### config.mk
export PLATFORM = sky130hd
export DESIGN_NAME = json_string_unescape
export DESIGN_NICKNAME = d
export VERILOG_FILES = /design/src/rtl/jsu_pkg.sv /design/src/rtl/jsu_front.sv /design/src/rtl/jsu_queue.sv /design/src/rtl/jsu_back.sv /design/src/rtl/json_string_unescape.sv
export SDC_FILE = /design/constraint.sdc
export NUM_CORES = 1
export LEC_CHECK = 0
export BUFFER_PORTS_ARGS = -buffer_cell sky130_fd_sc_hd__buf_2
export CAP_MARGIN = 20
export CORE_ASPECT_RATIO = 0.9
export CORE_MARGIN = 5
export CORE_UTILIZATION = 60
export DETAILED_ROUTE_END_ITERATION = 8
export PLACE_DENSITY_LB_ADDON = 0.08
export SLEW_MARGIN = 20
export SYNTH_ARGS = -nofsm -noshare
export SYNTH_HDL_FRONTEND = slang
export SYNTH_SLANG_ARGS = --single-unit
export TNS_END_PERCENT = 100
### constraint.sdc
create_clock -name clk -period 6.44 [get_ports clk]
set_clock_uncertainty 0.15 [all_clocks]
set_input_delay 0.644 -clock clk [delete_from_list [all_inputs] [get_ports clk]]
set_output_delay 0.644 -clock clk [all_outputs]
set_load 0.02 [all_outputs]
### src/rtl/jsu_pkg.sv
// Shared types and constants for the JSON string unescaper.
package jsu_pkg;

  localparam longint unsigned MAX_STRING_BYTES = 64'd65535;
  // The byte counter and the consumed field are 16 bits, so the limit caps there.
  localparam logic [15:0] LEN_LIMIT =
    (MAX_STRING_BYTES > 64'd65535) ? 16'hFFFF : 16'(MAX_STRING_BYTES);

  localparam int QDEPTH = 4;
  localparam int QAW    = $clog2(QDEPTH);
  localparam int QCW    = QAW + 1;

  typedef enum logic [3:0] {
    PH_IDLE,
    PH_TEXT,
    PH_ESC,
    PH_HEX_HI,
    PH_WANT_BS,
    PH_WANT_U,
    PH_HEX_LO,
    PH_DONE
  } phase_t;

  typedef enum logic [1:0] {
    TERM_NONE,
    TERM_OK,
    TERM_FAIL
  } term_t;

  typedef enum logic [1:0] {
    KIND_BYTE = 2'd0,
    KIND_OK   = 2'd1,
    KIND_FAIL = 2'd2
  } kind_t;

  // Results caused by one input item: content bytes first, then an optional end mark.
  typedef struct packed {
    logic [3:0][7:0] bytes;
    logic [2:0]      nbytes;
    term_t           term;
    logic [15:0]     consumed;
  } rec_t;

endpackage

### src/rtl/jsu_front.sv
// Parser front end: accepts input items and builds the result record of each item.
module jsu_front import jsu_pkg::*; (
  input  logic       clk,
  input  logic       rst_n,
  input  logic       acc,
  input  logic [7:0] in_byte,
  input  logic       in_start_flag,
  input  logic       in_end_flag,
  output logic       push,
  output rec_t       rec
);

  localparam logic [7:0] CH_QUOTE  = 8'h22;
  localparam logic [7:0] CH_BSLASH = 8'h5C;
  localparam logic [7:0] CH_SLASH  = 8'h2F;
  localparam logic [7:0] CH_B      = 8'h62;
  localparam logic [7:0] CH_F      = 8'h66;
  localparam logic [7:0] CH_N      = 8'h6E;
  localparam logic [7:0] CH_R      = 8'h72;
  localparam logic [7:0] CH_T      = 8'h74;
  localparam logic [7:0] CH_U      = 8'h75;
  localparam logic [7:0] CC_BS     = 8'h08;
  localparam logic [7:0] CC_FF     = 8'h0C;
  localparam logic [7:0] CC_LF     = 8'h0A;
  localparam logic [7:0] CC_CR     = 8'h0D;
  localparam logic [7:0] CC_TAB    = 8'h09;

  localparam logic [15:0] SURR_HI_MIN = 16'hD800;
  localparam logic [15:0] SURR_HI_MAX = 16'hDBFF;
  localparam logic [15:0] SURR_LO_MIN = 16'hDC00;
  localparam logic [15:0] SURR_LO_MAX = 16'hDFFF;
  localparam logic [20:0] SUPP_BASE   = 21'h10000;

  typedef struct packed {
    logic [3:0][7:0] b;
    logic [2:0]      n;
  } unit_enc_t;

  phase_t      phase_r, phase_nxt;
  logic [15:0] high_unit_r, high_unit_nxt;
  logic [15:0] low_unit_r, low_unit_nxt;
  logic [1:0]  hex_count_r, hex_count_nxt;
  logic [15:0] byte_count_r, byte_count_nxt;

  logic        active;
  logic        over;
  logic [15:0] bc_cur;
  logic        hex_ok;
  logic [3:0]  hex_d;
  logic        hex_last;
  logic [15:0] hi_shift;
  logic [15:0] lo_shift;
  logic [20:0] full_cp;
  unit_enc_t   hi_enc;
  rec_t        rec_c;

  function automatic unit_enc_t enc_unit(input logic [15:0] cp);
    unit_enc_t e;
    e = '0;
    if (cp < 16'h0080) begin
      e.b[0] = cp[7:0];
      e.n    = 3'd1;
    end else if (cp < 16'h0800) begin
      e.b[0] = {3'b110, cp[10:6]};
      e.b[1] = {2'b10, cp[5:0]};
      e.n    = 3'd2;
    end else begin
      e.b[0] = {4'b1110, cp[15:12]};
      e.b[1] = {2'b10, cp[11:6]};
      e.b[2] = {2'b10, cp[5:0]};
      e.n    = 3'd3;
    end
    return e;
  endfunction

  always_comb begin
    hex_ok = 1'b1;
    hex_d  = 4'd0;
    if (in_byte inside {[8'h30:8'h39]}) begin
      hex_d = in_byte[3:0];
    end else if (in_byte inside {[8'h61:8'h66], [8'h41:8'h46]}) begin
      hex_d = in_byte[3:0] + 4'd9;
    end else begin
      hex_ok = 1'b0;
    end
  end

  assign active   = in_start_flag || ((phase_r != PH_IDLE) && (phase_r != PH_DONE));
  assign bc_cur   = in_start_flag ? 16'd0 : byte_count_r;
  assign over     = (bc_cur >= LEN_LIMIT);
  assign hex_last = (hex_count_r == 2'd3);
  assign hi_shift = {high_unit_r[11:0], hex_d};
  assign lo_shift = {low_unit_r[11:0], hex_d};
  assign full_cp  = {1'b0, high_unit_r[9:0], lo_shift[9:0]} + SUPP_BASE;
  assign hi_enc   = enc_unit(hi_shift);

  // Result record of the current item
  always_comb begin
    term_t t;
    rec_c = '0;
    t     = TERM_NONE;
    if (over) begin
      t = TERM_FAIL;
    end else if (in_start_flag) begin
      if (in_byte != CH_QUOTE) t = TERM_FAIL;
    end else begin
      case (phase_r)
        PH_TEXT: begin
          if (in_byte == CH_QUOTE) begin
            t = TERM_OK;
          end else if (in_byte != CH_BSLASH) begin
            rec_c.bytes[0] = in_byte;
            rec_c.nbytes   = 3'd1;
          end
        end
        PH_ESC: begin
          rec_c.nbytes = 3'd1;
          case (in_byte)
            CH_QUOTE:  rec_c.bytes[0] = CH_QUOTE;
            CH_BSLASH: rec_c.bytes[0] = CH_BSLASH;
            CH_SLASH:  rec_c.bytes[0] = CH_SLASH;
            CH_B:      rec_c.bytes[0] = CC_BS;
            CH_F:      rec_c.bytes[0] = CC_FF;
            CH_N:      rec_c.bytes[0] = CC_LF;
            CH_R:      rec_c.bytes[0] = CC_CR;
            CH_T:      rec_c.bytes[0] = CC_TAB;
            CH_U:      rec_c.nbytes   = 3'd0;
            default: begin
              rec_c.nbytes = 3'd0;
              t            = TERM_FAIL;
            end
          endcase
        end
        PH_HEX_HI: begin
          if (!hex_ok) begin
            t = TERM_FAIL;
          end else if (hex_last && !(hi_shift inside {[SURR_HI_MIN:SURR_HI_MAX]})) begin
            rec_c.bytes  = hi_enc.b;
            rec_c.nbytes = hi_enc.n;
          end
        end
        PH_WANT_BS: begin
          if (in_byte != CH_BSLASH) t = TERM_FAIL;
        end
        PH_WANT_U: begin
          if (in_byte != CH_U) t = TERM_FAIL;
        end
        PH_HEX_LO: begin
          if (!hex_ok) begin
            t = TERM_FAIL;
          end else if (hex_last) begin
            if (!(lo_shift inside {[SURR_LO_MIN:SURR_LO_MAX]})) begin
              t = TERM_FAIL;
            end else begin
              rec_c.bytes[0] = {5'b11110, full_cp[20:18]};
              rec_c.bytes[1] = {2'b10, full_cp[17:12]};
              rec_c.bytes[2] = {2'b10, full_cp[11:6]};
              rec_c.bytes[3] = {2'b10, full_cp[5:0]};
              rec_c.nbytes   = 3'd4;
            end
          end
        end
        default: ;
      endcase
    end
    // Input ran out before the string closed
    if (t == TERM_NONE && in_end_flag) t = TERM_FAIL;
    rec_c.term = t;
    if (t == TERM_OK) rec_c.consumed = bc_cur + 16'd1;
  end

  // Parser next state
  always_comb begin
    phase_nxt      = phase_r;
    high_unit_nxt  = high_unit_r;
    low_unit_nxt   = low_unit_r;
    hex_count_nxt  = hex_count_r;
    byte_count_nxt = byte_count_r;
    if (acc && active) begin
      if (in_start_flag) begin
        phase_nxt     = PH_TEXT;
        high_unit_nxt = '0;
        low_unit_nxt  = '0;
        hex_count_nxt = '0;
      end
      if (!over) begin
        byte_count_nxt = bc_cur + 16'd1;
        if (!in_start_flag) begin
          case (phase_r)
            PH_TEXT: begin
              if (in_byte == CH_BSLASH) phase_nxt = PH_ESC;
            end
            PH_ESC: begin
              phase_nxt = PH_TEXT;
              if (in_byte == CH_U) begin
                high_unit_nxt = '0;
                hex_count_nxt = '0;
                phase_nxt     = PH_HEX_HI;
              end
            end
            PH_HEX_HI: begin
              if (hex_ok) begin
                high_unit_nxt = hi_shift;
                if (hex_last) begin
                  hex_count_nxt = '0;
                  phase_nxt = (hi_shift inside {[SURR_HI_MIN:SURR_HI_MAX]}) ?
                              PH_WANT_BS : PH_TEXT;
                end else begin
                  hex_count_nxt = hex_count_r + 2'd1;
                end
              end
            end
            PH_WANT_BS: begin
              if (in_byte == CH_BSLASH) phase_nxt = PH_WANT_U;
            end
            PH_WANT_U: begin
              if (in_byte == CH_U) begin
                low_unit_nxt  = '0;
                hex_count_nxt = '0;
                phase_nxt     = PH_HEX_LO;
              end
            end
            PH_HEX_LO: begin
              if (hex_ok) begin
                low_unit_nxt = lo_shift;
                if (hex_last) begin
                  hex_count_nxt = '0;
                  phase_nxt     = PH_TEXT;
                end else begin
                  hex_count_nxt = hex_count_r + 2'd1;
                end
              end
            end
            default: ;
          endcase
        end
      end
      // Any end mark, success or failure, closes the string
      if (rec_c.term != TERM_NONE) phase_nxt = PH_DONE;
    end
  end

  always_ff @(posedge clk) begin
    if (!rst_n) begin
      phase_r      <= PH_IDLE;
      high_unit_r  <= '0;
      low_unit_r   <= '0;
      hex_count_r  <= '0;
      byte_count_r <= '0;
    end else begin
      phase_r      <= phase_nxt;
      high_unit_r  <= high_unit_nxt;
      low_unit_r   <= low_unit_nxt;
      hex_count_r  <= hex_count_nxt;
      byte_count_r <= byte_count_nxt;
    end
  end

  assign push = acc && active && ((rec_c.nbytes != 3'd0) || (rec_c.term != TERM_NONE));
  assign rec  = rec_c;

endmodule

### src/rtl/jsu_queue.sv
// Short queue of result records between parser and output sequencer.
module jsu_queue import jsu_pkg::*; (
  input  logic clk,
  input  logic rst_n,
  input  logic push,
  input  rec_t push_rec,
  output logic full,
  input  logic pop,
  output logic head_valid,
  output rec_t head_rec
);

  rec_t           mem [QDEPTH];
  logic [QAW-1:0] wr_ptr_r, wr_ptr_nxt;
  logic [QAW-1:0] rd_ptr_r, rd_ptr_nxt;
  logic [QCW-1:0] count_r, count_nxt;
  logic           do_push, do_pop;

  assign full       = (count_r == QCW'(QDEPTH));
  assign head_valid = (count_r != '0);
  assign head_rec   = mem[rd_ptr_r];
  assign do_push    = push && !full;
  assign do_pop     = pop && head_valid;

  always_comb begin
    wr_ptr_nxt = wr_ptr_r;
    rd_ptr_nxt = rd_ptr_r;
    count_nxt  = count_r;
    if (do_push) wr_ptr_nxt = (wr_ptr_r == QAW'(QDEPTH - 1)) ? '0 : wr_ptr_r + QAW'(1);
    if (do_pop)  rd_ptr_nxt = (rd_ptr_r == QAW'(QDEPTH - 1)) ? '0 : rd_ptr_r + QAW'(1);
    if (do_push && !do_pop)      count_nxt = count_r + QCW'(1);
    else if (do_pop && !do_push) count_nxt = count_r - QCW'(1);
  end

  always_ff @(posedge clk) begin
    if (do_push) mem[wr_ptr_r] <= push_rec;
  end

  always_ff @(posedge clk) begin
    if (!rst_n) begin
      wr_ptr_r <= '0;
      rd_ptr_r <= '0;
      count_r  <= '0;
    end else begin
      wr_ptr_r <= wr_ptr_nxt;
      rd_ptr_r <= rd_ptr_nxt;
      count_r  <= count_nxt;
    end
  end

endmodule

### src/rtl/jsu_back.sv
// Output sequencer: walks the results of each queued record into the output register.
module jsu_back import jsu_pkg::*; (
  input  logic        clk,
  input  logic        rst_n,
  input  logic        head_valid,
  input  rec_t        head_rec,
  output logic        pop,
  output logic        out_valid,
  input  logic        out_stall,
  output logic [7:0]  out_byte,
  output logic [1:0]  out_kind,
  output logic [15:0] out_consumed,
  output logic        out_last_of_run
);

  logic [2:0]  idx_r, idx_nxt;
  logic        out_valid_r, out_valid_nxt;
  logic [7:0]  byte_r;
  kind_t       kind_r;
  logic [15:0] consumed_r;
  logic        last_r;

  logic        load;
  logic [2:0]  total;
  logic        is_last;
  logic        in_bytes;
  logic [7:0]  sel_byte;
  kind_t       sel_kind;
  logic [15:0] sel_consumed;

  assign total    = head_rec.nbytes + {2'b00, (head_rec.term != TERM_NONE)};
  assign is_last  = (idx_r == total - 3'd1);
  assign in_bytes = (idx_r < head_rec.nbytes);
  assign load     = head_valid && (!out_valid_r || !out_stall);
  assign pop      = load && is_last;

  always_comb begin
    sel_byte     = '0;
    sel_kind     = KIND_BYTE;
    sel_consumed = '0;
    if (in_bytes) begin
      sel_byte = head_rec.bytes[idx_r[1:0]];
    end else begin
      case (head_rec.term)
        TERM_OK: begin
          sel_kind     = KIND_OK;
          sel_consumed = head_rec.consumed;
        end
        TERM_FAIL: sel_kind = KIND_FAIL;
        default:   sel_kind = KIND_BYTE;
      endcase
    end
  end

  always_comb begin
    idx_nxt       = idx_r;
    out_valid_nxt = out_valid_r;
    if (load) begin
      out_valid_nxt = 1'b1;
      idx_nxt       = is_last ? 3'd0 : idx_r + 3'd1;
    end else if (!out_stall) begin
      out_valid_nxt = 1'b0;
    end
  end

  always_ff @(posedge clk) begin
    if (!rst_n) begin
      idx_r       <= '0;
      out_valid_r <= 1'b0;
    end else begin
      idx_r       <= idx_nxt;
      out_valid_r <= out_valid_nxt;
    end
  end

  // Hold the payload while the consumer stalls
  always_ff @(posedge clk) begin
    if (load) begin
      byte_r     <= sel_byte;
      kind_r     <= sel_kind;
      consumed_r <= sel_consumed;
      last_r     <= is_last;
    end
  end

  assign out_valid       = out_valid_r;
  assign out_byte        = byte_r;
  assign out_kind        = kind_r;
  assign out_consumed    = consumed_r;
  assign out_last_of_run = last_r;

endmodule

### src/rtl/json_string_unescape.sv
// The results of an accepted item are written into the queue, then into the output register.
// Throughput: one input item per cycle while the 4-record queue has room; the output
// sequencer sends one result per cycle while out_stall is low, so an item's k results leave in order.
// Reset (synchronous, rst_n low): parser idle awaiting a start byte, queue empty,
// no result valid.
module json_string_unescape import jsu_pkg::*; (
  input  logic        clk,
  input  logic        rst_n,
  input  logic        in_valid,
  output logic        in_stall,
  input  logic [7:0]  in_byte,
  input  logic        in_start_flag,
  input  logic        in_end_flag,
  output logic        out_valid,
  input  logic        out_stall,
  output logic [7:0]  out_byte,
  output logic [1:0]  out_kind,
  output logic [15:0] out_consumed,
  output logic        out_last_of_run
);

  logic acc;
  logic push;
  rec_t push_rec;
  logic full;
  logic pop;
  logic head_valid;
  rec_t head_rec;

  assign in_stall = full;
  assign acc      = in_valid && !full;

  jsu_front u_front (
    .clk           (clk),
    .rst_n         (rst_n),
    .acc           (acc),
    .in_byte       (in_byte),
    .in_start_flag (in_start_flag),
    .in_end_flag   (in_end_flag),
    .push          (push),
    .rec           (push_rec)
  );

  jsu_queue u_queue (
    .clk        (clk),
    .rst_n      (rst_n),
    .push       (push),
    .push_rec   (push_rec),
    .full       (full),
    .pop        (pop),
    .head_valid (head_valid),
    .head_rec   (head_rec)
  );

  jsu_back u_back (
    .clk             (clk),
    .rst_n           (rst_n),
    .head_valid      (head_valid),
    .head_rec        (head_rec),
    .pop             (pop),
    .out_valid       (out_valid),
    .out_stall       (out_stall),
    .out_byte        (out_byte),
    .out_kind        (out_kind),
    .out_consumed    (out_consumed),
    .out_last_of_run (out_last_of_run)
  );

endmodule
[Yosys cells after proc, flatten, opt, wreduce, memory -nomap -nowiden]
Memories as Yosys holds them, arrays and structs flattened. A register that Yosys moved wholly into a read port is not among the register bits.
Index checks and enable logic that the tools add are counted.
Word-level totals
  memories kept: 1
  bits in writable memories: 212
  output and inout bits: 29
  logic and storage cells: 194
  input bits: 14
  flip-flop bits (word level): 92
Operators by class
  mux-type cells: 83
  reductions and logical operators: 40
  bitwise operators: 2
  eq/ne operators: 28
  $add $sub $neg: 11
  order comparisons: 15
Memories
  u_queue.mem: words 4, bits a word 53, rd ports 1, clocked after memory_dff 1, wr ports 1, line jsu_queue.sv:13  | rec_t mem [QDEPTH];
Operator list (count)
  16-bit two-way mux: 13
  35-bit two-way mux: 5
  16-bit case mux with 2 select lines: 2
  8-bit by 7-bit equality test with 1-bit output, second input constant: 7
  7-bit case mux with 8 select lines: 1
  27-bit two-way mux: 2
  4-bit two-way mux: 13
  16-bit greater-or-equal comparator, second input constant: 3
  24-bit case mux with 2 select lines: 1
  2-bit two-way mux: 22
  11-bit case mux with 4 select lines: 1
  11-bit two-way mux: 3
  16-bit less-or-equal comparator, second input constant: 2
  4-bit case mux with 6 select lines: 1
  20-bit by 17-bit adder with 21-bit output, second input constant: 1
  1-bit logical AND: 17
  17-bit two-way mux: 1
  16-bit by 1-bit adder with 16-bit output, second input constant: 1
  8-bit binary-select mux with 2-bit select: 1
  8-bit by 6-bit equality test with 1-bit output, second input constant: 2
  8-bit by 7-bit greater-or-equal comparator with 1-bit output, second input constant: 2
  8-bit by 7-bit less-or-equal comparator with 1-bit output, second input constant: 2
  16-bit by 12-bit < comparator with 1-bit output, second input constant: 1
  16-bit by 8-bit < comparator with 1-bit output, second input constant: 1
  other kinds (36): 74

[Depth between registers and ports, before layout]
Gate-level depths: netlist of run 1.
  depth after elaboration: 24
  gate-level depth with buffers: 19
  gate-level depth less buffers: 16

[Hierarchy]
Synthesis of run 1 repeated with hierarchy kept, for this count alone.
Second synthesis, totals
  cell total of the unflattened synthesis: 996
  area, all modules: 13770.7 um2
Modules (own cells, without submodules)
  jsu_queue: cells each 328, area each 8192.9 um2, instances 1
  jsu_front: cells each 565, area each 4032.6 um2, instances 1
  jsu_back: cells each 102, area each 1531.5 um2, instances 1
  json_string_unescape: cells each 1, area each 13.8 um2, instances 1

[Least setup slack after synthesis of run 1]
No wires, ideal clock.
  kind: in2reg
  start point: in in_start_flag
  end point: mem u_queue.mem[0][0] (netlist bit) (enable)
  required time: 5.877 ns
  buffers on the path: 5
  setup time: 0.413 ns
  arrival time: 4.780 ns
  stages on the path: 14
  setup slack: 1.097 ns
  path through: clkbuf_1 > clkbuf_1 > buf_1 > clkbuf_1 > nor2b_1 > ha_1 > nand3_1 > nor4_2 > and3_1 > clkbuf_1 > nor2_1 > nand2_1 > a41oi_4 > and2_1
On the way
  cells in the longest elaborated chain, start to end: 12
  elaborated cells on any way between the ends: 18
  classes of those cells: order compare: 1; mux: 8; reduce/logical: 9
Ends and longest elaborated chain
  from (decl): line json_string_unescape.sv:12  | input logic in_start_flag,
  16-bit two-way mux: line jsu_front.sv:89  | assign bc_cur = in_start_flag ? 16'd0 : byte_count_r;
  16-bit greater-or-equal comparator: line jsu_front.sv:90  | assign over = (bc_cur >= LEN_LIMIT);
  2-bit two-way mux: line jsu_front.sv:102  | if (over) begin
  2-bit zero test: line jsu_front.sv:167  | if (t == TERM_NONE && in_end_flag) t = TERM_FAIL;
  1-bit logical AND: line jsu_front.sv:167
  2-bit two-way mux: line jsu_front.sv:167
  2-bit nonzero test: line jsu_front.sv:259  | assign push = acc && active && ((rec_c.nbytes != 3'd0) || (rec_c.term != TERM_NONE));
  1-bit logical OR: line jsu_front.sv:259
  1-bit logical AND *: line jsu_front.sv:259
  1-bit logical AND *: line jsu_queue.sv:22  | assign do_push = push && !full;
  net u_queue.do_push: line jsu_queue.sv:17  | logic do_push, do_pop;
  1-bit two-way mux *: line jsu_queue.sv:36  | if (do_push) mem[wr_ptr_r] <= push_rec;
  1-bit two-way mux (implied by the code) *: line jsu_queue.sv:36
  to (decl): line jsu_queue.sv:13
The timed path passes the listed nets; every way through them passes the cells marked *.

[Worst setup path after layout of run 1]
  start point: in in_byte[3]
  end point: reg u_queue.count_r[2]
On the way
  cells in the longest elaborated chain, start to end: 23
  elaborated cells on any way between the ends: 77
  classes of those cells: add/sub: 1; order compare: 12; eq/ne: 12; mux: 31; reduce/logical: 21
Ends and longest elaborated chain
  from (decl): line json_string_unescape.sv:11  | input logic [7:0] in_byte,
  8-bit by 7-bit greater-or-equal comparator with 1-bit output / 8-bit by 7-bit less-or-equal comparator with 1-bit output (equally long branches): line jsu_front.sv:81  | end else if (in_byte inside {[8'h61:8'h66], [8'h41:8'h46]}) begin
  1-bit logical AND: line jsu_front.sv:81
  2-bit nonzero test: line jsu_front.sv:81
  4-bit two-way mux: line jsu_front.sv:81
  4-bit two-way mux: line jsu_front.sv:79  | if (in_byte inside {[8'h30:8'h39]}) begin
  16-bit greater-or-equal comparator / 16-bit less-or-equal comparator (equally long branches): line jsu_front.sv:152  | if (!(lo_shift inside {[SURR_LO_MIN:SURR_LO_MAX]})) begin
  1-bit logical AND: line jsu_front.sv:152
  2-bit two-way mux: line jsu_front.sv:152
  [... 8 more ...]
  2-bit nonzero test: line jsu_front.sv:259
  1-bit logical OR *: line jsu_front.sv:259
  1-bit logical AND *: line jsu_front.sv:259
  1-bit logical AND *: line jsu_queue.sv:22
  net u_queue.do_push: line jsu_queue.sv:17
  1-bit zero test: line jsu_queue.sv:32  | else if (do_pop && !do_push) count_nxt = count_r - QCW'(1);
  1-bit logical AND: line jsu_queue.sv:32
  2-bit nonzero test (no source line)
  to (signal assigned): line jsu_queue.sv:47  | count_r <= count_nxt;
  to (decl): line jsu_queue.sv:16  | logic [QCW-1:0] count_r, count_nxt;
Marks and branches as above.
A chain may end at the register's enable or synchronous reset.

==> run_results.csv, run 1 <==
group,metric,value,unit
run_status,status,"finished, final reports clean",
clock_network,post_cts_resized,0,
setup_path,worst-path-buf-inv,2,
route,drc,0,
global_route,gr-total-overflow,0,
setup_path,crit_slowest_cell,"and3_1",
floorplan,core-area,0.0217,sq mm
clock_network,ctsHoldBuffers,0,
synth,synthAdderAreaFrac,2.04,%
floorplan,die_y,151,um
clock_network,clk_latency,0.54,ns
synth,synth-simple-area-share,13.5,%
clock_network,post_cts_buffers,0,
sta,fin_crit_sh,72.5,%
sta,rsz0062_at_grt,"no",
route,finalWirelength,29600,um
floorplan,die_w,167,um
synth,synth.avg_cell_area,13.1,sq um
global_route,grt_pass1_wl,46800,um
floorplan,ioPinCount,43,
route,drt_pass1_iterations,5,
route,drtAntennaViolNets,0,
synth,yosys_warnings,0,
setup_path,critPathLaunchType,"primary input",
route,via_count,8502,
floorplan,fp.dieArea,0.0251,sq mm
setup_path,crit_chain,"buf_2 > or3b_4 > a211o_1 > o21a_1 > nor3_1 > and3_1 > nand2_1 > a41oi_4 > ha_1 > inv_1 > fa_1 > xor2_1 > or3_1 > a21boi_0",
setup_path,cp.required,6.75,ns
route,drtIter0Drc,987,
clock_network,cts_tree,"done",
synth,ys_seq_elements,286,
final_layout,nets,1077,
sta,slew_headroom,26.8,%
setup_path,reg2reg_slack,1.83,ns
floorplan,initial_utilization,61.0,%
final_layout,syn_to_final_growth,10.1,%
final_layout,fin_area,0.0146,sq mm
synth,syn_area,0.0132,sq mm
clock_network,htreeDepth,1,
route,avgRoutedWirePerCell,21.8,um
sta,hold_viol,0,
worst_hold_path,hp-start,"out_stall",
place,dpl_cell_area,0.0137,sq mm
synth,synthXorXnorAreaFrac,1.39,%
synth,synth.distinct_cells,76,
synth,ys_seq_area_share,60.4,%
final_layout,drive_gt1_share,16.6,%
sta,period_needed,4.67,ns
synth,synth_edf_count,227,
setup_path,path_delay_family,"simple AND/OR/NAND/NOR gates",
worst_hold_path,hold_depth,3,
clock_network,clk_pin_slew,0.06,ns
synth,synth_compound_area_share,10.0,%
final_layout,n_fill_cell,1593,
clock_network,numCtsBuffers,28,
synth,synth-main-ff-cell,"edfxtp_1",
floorplan,num_rows,51,
job,maxCapViolCount,0,
setup_path,reg2reg_depth,15,
synth,synth_nets,1047,
power,power_leakage,0.00485,uW
place,portBuffers,42,
setup_path,r2r-end,"u_queue.count_r[2]",
place,gp_congestion,0.932,
setup_path,cp_max_fo,17,
sta,clock.fmax,214,MHz
clock_network,clockRootBuffer,"clkbuf_16",
synth,synthMuxAreaShare,10.2,%
setup_path,rr_startpoint,"u_front.byte_count_r[0]",
worst_hold_path,min_to,"u_back.out_valid",
place,dpl.hpwl,19300,um
setup_path,cpPeakStageDelay,0.64,ns
synth,syn_inst,1012,
setup_path,crit_path_end_kind,"flop",
synth,async_reset_ff_share,0,%
global_route,grt_usage,23.6,%
global_route,grt_start_max_net_pins,60,
synth,synth_top_family_by_area,"simple AND/OR/NAND/NOR gates",
global_route,antenna_found_initial,0,
setup_path,crit_arrival,4.98,ns
sta,slew_violations,0,
sta,tns,0,ns
clock_network,cts_sinks,286,
setup_path,worstSetupPathType,"primary input to flop",
global_route,grt_pass1_vias,8134,
clock_network,clockBufferDepth,3,
sta,setup_viol,0,
worst_hold_path,hold_class,"primary input to flop",
route,via_per_inst,6.27,
power,p_per_area,347,mW/mm^2
power,ir_worst_vdd,0.355,mV
sta,worstMarginPinSlew,1.09,ns
setup_path,critPathLaunch,"in_byte[3]",
-- cells by family (layout without fill, tap and decap cells) --
| kind of cell | count (synthesis) | count (layout) |
|---|---|---|
| mux | 64 | 64 |
| other cells | 0 | 1 |
| simple gates | 340 | 340 |
| buf+inv | 80 | 132 |
| xor+xnor | 21 | 21 |
| fa+ha+maj | 21 | 21 |
| flops | 286 | 286 |
| compound gates | 200 | 200 |
-- cells in the mapped netlist (4+ instances only) --
cell / instances / area, sq um
nor4_1: 4 / 25.0
o221a_2: 4 / 45.0
nor2_1: 70 / 263
and2_1: 20 / 125
nor3_1: 23 / 115
mux4_2: 57 / 1280
a31oi_1: 12 / 75.1
xor2_1: 6 / 52.6
a21oi_1: 39 / 195
and3_1: 20 / 125
clkbuf_1: 44 / 165
xnor2_1: 15 / 131
nand3_1: 16 / 80.1
a22oi_1: 28 / 210
o2bb2ai_1: 5 / 43.8
inv_1: 25 / 93.8
dfxtp_1: 59 / 1180
edfxtp_1: 227 / 6820
nand3b_1: 5 / 37.5
ha_1: 20 / 250
nor3b_1: 4 / 30.0
nand2_1: 70 / 263
nand2b_1: 8 / 50.1
nand4_1: 7 / 43.8
nor2b_1: 67 / 419
o21ai_0: 60 / 300
a21boi_0: 9 / 67.6
or3_1: 7 / 43.8
mux2i_1: 6 / 60.1
buf_1: 5 / 18.8
-- cell usage in the layout, fill, tap and decap left out, drive strengths merged, types with 4 or more instances in the layout --
cell type | netlist | final
xor2 | 6 | 6
o221a | 6 | 6
nand3 | 16 | 16
nand2 | 70 | 70
dfxtp | 59 | 59
a22oi | 28 | 28
and2 | 20 | 20
nor2 | 70 | 70
xnor2 | 15 | 15
or3 | 7 | 7
and3 | 20 | 20
nor2b | 67 | 67
nor3 | 24 | 24
inv | 26 | 27
clkinv | 0 | 13
o21ai | 63 | 63
a21oi | 39 | 39
mux2i | 6 | 6
edfxtp | 227 | 227
nor3b | 4 | 4
nand3b | 5 | 5
mux4 | 57 | 57
nand2b | 8 | 8
clkbuf | 44 | 38
a21boi | 9 | 9
nand4 | 7 | 7
nor4 | 5 | 5
buf | 10 | 54
a31oi | 12 | 12
o2bb2ai | 5 | 5
ha | 20 | 20
-- routing by layer --
metal / global-route usage (%) / part of all wire, % / up-vias
met5: 0 / 0 / -
met4: 5.07 / 2.1 / 0
met3: 3.60 / 6.9 / 50
met2: 36.4 / 45 / 343
met1: 36.3 / 46 / 4194
li1: - / - / 3915
-- power by group --
group	leakage, uW	switching, uW	internal (uW)
Sequential	0.00259	140	2270
Combinational	0.00182	648	480
Clock	0.000430	673	847
-- final cells by class --
| class | instances | area, sq um | share of cell area [%] |
|---|---|---|---|
| Timing Repair Buffer | 54 | 300 | 2.06 |
| Clock inverter | 14 | 80.1 | 0.550 |
| Tap cell | 291 | 364 | 2.50 |
| Sequential cell | 286 | 8000 | 54.9 |
| Multi-Input combinational cell | 646 | 4940 | 33.9 |
| Antenna cell | 1 | 2.50 | 0.0172 |
| Clock buffer | 38 | 778 | 5.34 |
| Inverter | 26 | 97.6 | 0.670 |
-- state kept, by name, summed over array words and instances (netlist names), named ones only --
| signal | count |
|---|---|
| u_back.idx_r | 3 |
| u_back.out_byte | 8 |
| u_back.out_consumed | 16 |
| u_back.out_kind | 2 |
| u_back.out_last_of_run | 1 |
| u_back.out_valid | 1 |
| u_front.byte_count_r | 16 |
| u_front.hex_count_r | 2 |
| u_front.high_unit_r | 12 |
| u_front.low_unit_r | 12 |
| u_front.phase_r | 4 |
| u_queue.count_r | 3 |
| u_queue.mem | 200 |
| u_queue.rd_ptr_r | 2 |
| u_queue.wr_ptr_r | 2 |
-- worst register-to-register path, cell delays in order, from the launching register on --
cell      delay [ns]
dfxtp_1         0.38
nor2b_1         0.27
ha_1            0.29
nand3_1         0.24
nor4_2          0.65
nand3_1         0.32
nand4_1         0.46
a21oi_1         0.11
a31oi_1         0.34
a41oi_4         0.25
ha_1            0.29
inv_1           0.07
fa_1            0.17
xor2_1          0.08
or3_1           0.31
a21boi_0        0.16
-- through the flow --
step           cells  setup slack (ns)  hold slack, ns  utilization [%]  total power [uW]
2_1_floorplan   1012              1.10           0.318                -              3230
3_3_place_gp    1303              1.42           0.339             63.2              3560
3_5_place_dp    1303              1.26           0.360             63.2              3580
4_1_cts         1355              1.83           0.231             67.1              5090
5_1_grt         1355              1.49           0.243             67.1              5300
6_report        1356              1.77           0.244             67.2              5050
-- worst max-delay path by stage --
stage / end / slack [ns] / cells past startpoint
after floorplan: u_queue.mem[0][0] / 1.10 / 14
after CTS: u_queue.count_r[2] / 1.83 / 14
after detailed placement: u_queue.count_r[2] / 1.26 / 14
after global placement: u_queue.count_r[2] / 1.42 / 14
after global routing: u_queue.count_r[2] / 1.49 / 14
final: u_queue.count_r[2] / 1.77 / 14
(Power assumes the default switching activity.)
==> run 2, diff against run 1 <==
CORE_UTILIZATION = 56   (was 60)
clock period = 3.8 ns   (was 6.44 ns; I/O delays follow)
==> run 2 against run 1 <==
Compared with the run above:
- hold slack worse by 0.061 ns
- flip-flop and latch count unchanged
- routed wire length up 0.59%
- core utilization down 1.3 points
- sequential share of layout area down 2.9 points
- register-to-register slack worse by 1.6 ns
- cell area up 5.5%
- critical endpoint unchanged
- largest cell class unchanged
- highest routed layer unchanged
==> run_results.csv, run 2 (same netlist as run 1, synthesis figures left out) <==
group,metric,value,unit
route,drc,0,
run_status,status,"finished, final reports clean",
power,power_frac_comb,24.1,%
clock_network,htreeDepth,1,
sta,setup_viol,0,
final_layout,top_register,"u_queue.mem",
worst_hold_path,hold_depth,4,
final_layout,fin_area,0.0154,sq mm
floorplan,fp.dieArea,0.0268,sq mm
final_layout,final_cell_mix,"227 x edfxtp_1, 77 x buf_4, 69 x nor2_1, 69 x nand2_1, 67 x nor2b_1",
final_layout,n_fill_cell,1738,
clock_network,cts_sinks,286,
final_layout,num_antenna_cells,0,
sta,hold-worst-slack,0.184,ns
power,power,8920,uW
clock_network,cts_tree,"done",
power,switching_share,28.3,%
sta,rsz0062_at_grt,"no",
floorplan,core-area,0.0233,sq mm
setup_path,critPathLaunchType,"flop",
sta,clock.fmax,281,MHz
final_layout,largest_register_ff_count,200,
power,p_seq_share,44.6,%
sta,hold_viol,0,
floorplan,die_w,172,um
floorplan,num_rows,53,
clock_network,numCtsBuffers,29,
setup_path,cp_max_fo,10,
floorplan,ioPinCount,43,
global_route,grt_pass1_vias,8532,
clock_network,clockBufferDepth,3,
power,power_leakage,0.00527,uW
route,finalWirelength,29700,um
sta,worstMarginPinSlew,1.01,ns
sta,fin_crit_sh,93.8,%
setup_path,worstSetupPathType,"flop to flop",
sta,slew_violations,0,
global_route,grt_usage,22.9,%
place,gp_congestion,0.904,
route,drt_pass1_iterations,5,
global_route,grt_start_max_net_pins,60,
final_layout,drive_gt1_share,22.8,%
floorplan,die_y,156,um
final_layout,seqCellArea,0.00800,sq mm
final_layout,multi_input_area,0.00502,sq mm
power,p_per_area,580,mW/mm^2
power,ir_worst_vdd,0.547,mV
power,power.net_switching,2530,uW
final_layout,syn_to_final_growth,16.1,%
place,dpl_cell_area,0.0144,sq mm
setup_path,crit_path_end_kind,"flop",
sta,tns,0,ns
final_layout,final_cell_count_no_fill,1441,
global_route,grt_pass1_wl,48200,um
place,portBuffers,42,
clock_network,clk_latency,0.56,ns
power,p_clk_share,31.3,%
clock_network,clk_pin_slew,0.06,ns
global_route,gr-total-overflow,0,
route,avgRoutedWirePerCell,20.6,um
final_layout,nets,1151,
setup_path,cp.required,4.14,ns
route,drtIter0Drc,884,
route,drtAntennaViolNets,0,
clock_network,post_cts_buffers,0,
sta,slew_headroom,32.4,%
setup_path,crit_arrival,3.90,ns
route,via_per_inst,6.01,
clock_network,clockRootBuffer,"clkbuf_16",
route,via_count,8666,
final_layout,final_common_cell,"edfxtp_1",
place,dpl.hpwl,20400,um
job,maxCapViolCount,0,
worst_hold_path,hold_class,"primary input to flop",
global_route,antenna_found_initial,0,
floorplan,initial_utilization,56.7,%
setup_path,reg2reg_depth,15,
setup_path,reg2reg_slack,0.24,ns
power,internal-power,6390,uW
sta,period_needed,3.56,ns
place,post-place-cells,1386,
[run 2: power groups by stage]
| stage | Sequential [uW] | Combinational [uW] | Clock [uW] |
|---|---|---|---|
| 2_1_floorplan | 4220 | 1290 | 0 |
| 3_3_place_gp | 4030 | 2150 | 0 |
| 3_5_place_dp | 4040 | 2170 | 0 |
| 4_1_cts | 3980 | 2180 | 2840 |
| 5_1_grt | 4020 | 2360 | 2990 |
| 6_report | 3980 | 2150 | 2790 |
[run 2: final cells by class]
type | instances | share of cell area, %
clock buffers | 37 | 4.98
clock inverters | 17 | 1.15
inverters | 26 | 0.635
multi-input cells | 646 | 32.7
flip-flops and latches | 286 | 52.1
well taps | 302 | 2.46
repair buffers | 127 | 6.05
[run 2: metrics by stage]
| stage | util [%] | worst slack, ns |
|---|---|---|
| final | 65.9 | 0.237 |
| after global routing | 65.9 | 0.0158 |
| after CTS | 65.8 | 0.205 |
| after detailed placement | 61.8 | -0.160 |
| after global placement | 61.8 | -0.00430 |
| after floorplan | - | 0.00994 |
[run 2: routing by layer]
metal  vias up  track usage (%)  wire length [um]
li1       4070                -                 -
met3        43             3.27              1970
met2       301             33.5             13100
met4         0             5.31               567
met5         -                0                 0
met1      4252             36.7             14100
[run 2: worst paths after layout]
path / startpoint / to
worst min-delay path: in_valid / u_front.phase_r[2]
worst min register to register: u_queue.wr_ptr_r[1] / u_queue.wr_ptr_r[1]
worst max register to register: flop / u_queue.count_r[2]
worst max-delay path: flop / u_queue.count_r[2]
[run 2: worst max-delay path, cell delays in order (launching register included)]
cell and delay (ns):
dfxtp_4 0.48, mux4_2 0.59, nor2_1 0.13, ha_1 0.15
ha_1 0.15, xnor2_1 0.13, xnor2_1 0.15, nor3_2 0.10
and2_1 0.19, inv_1 0.11, ha_2 0.20, inv_1 0.05
fa_2 0.33, xor2_1 0.17, or3_1 0.30, a21boi_1 0.12
[run 2: timing repair]
action,4_1_cts,5_1_grt
endpoints found under the hold margin,1,0
endpoints found under the setup margin,0,1
hold buffers,1,0
gates resized for setup,0,1
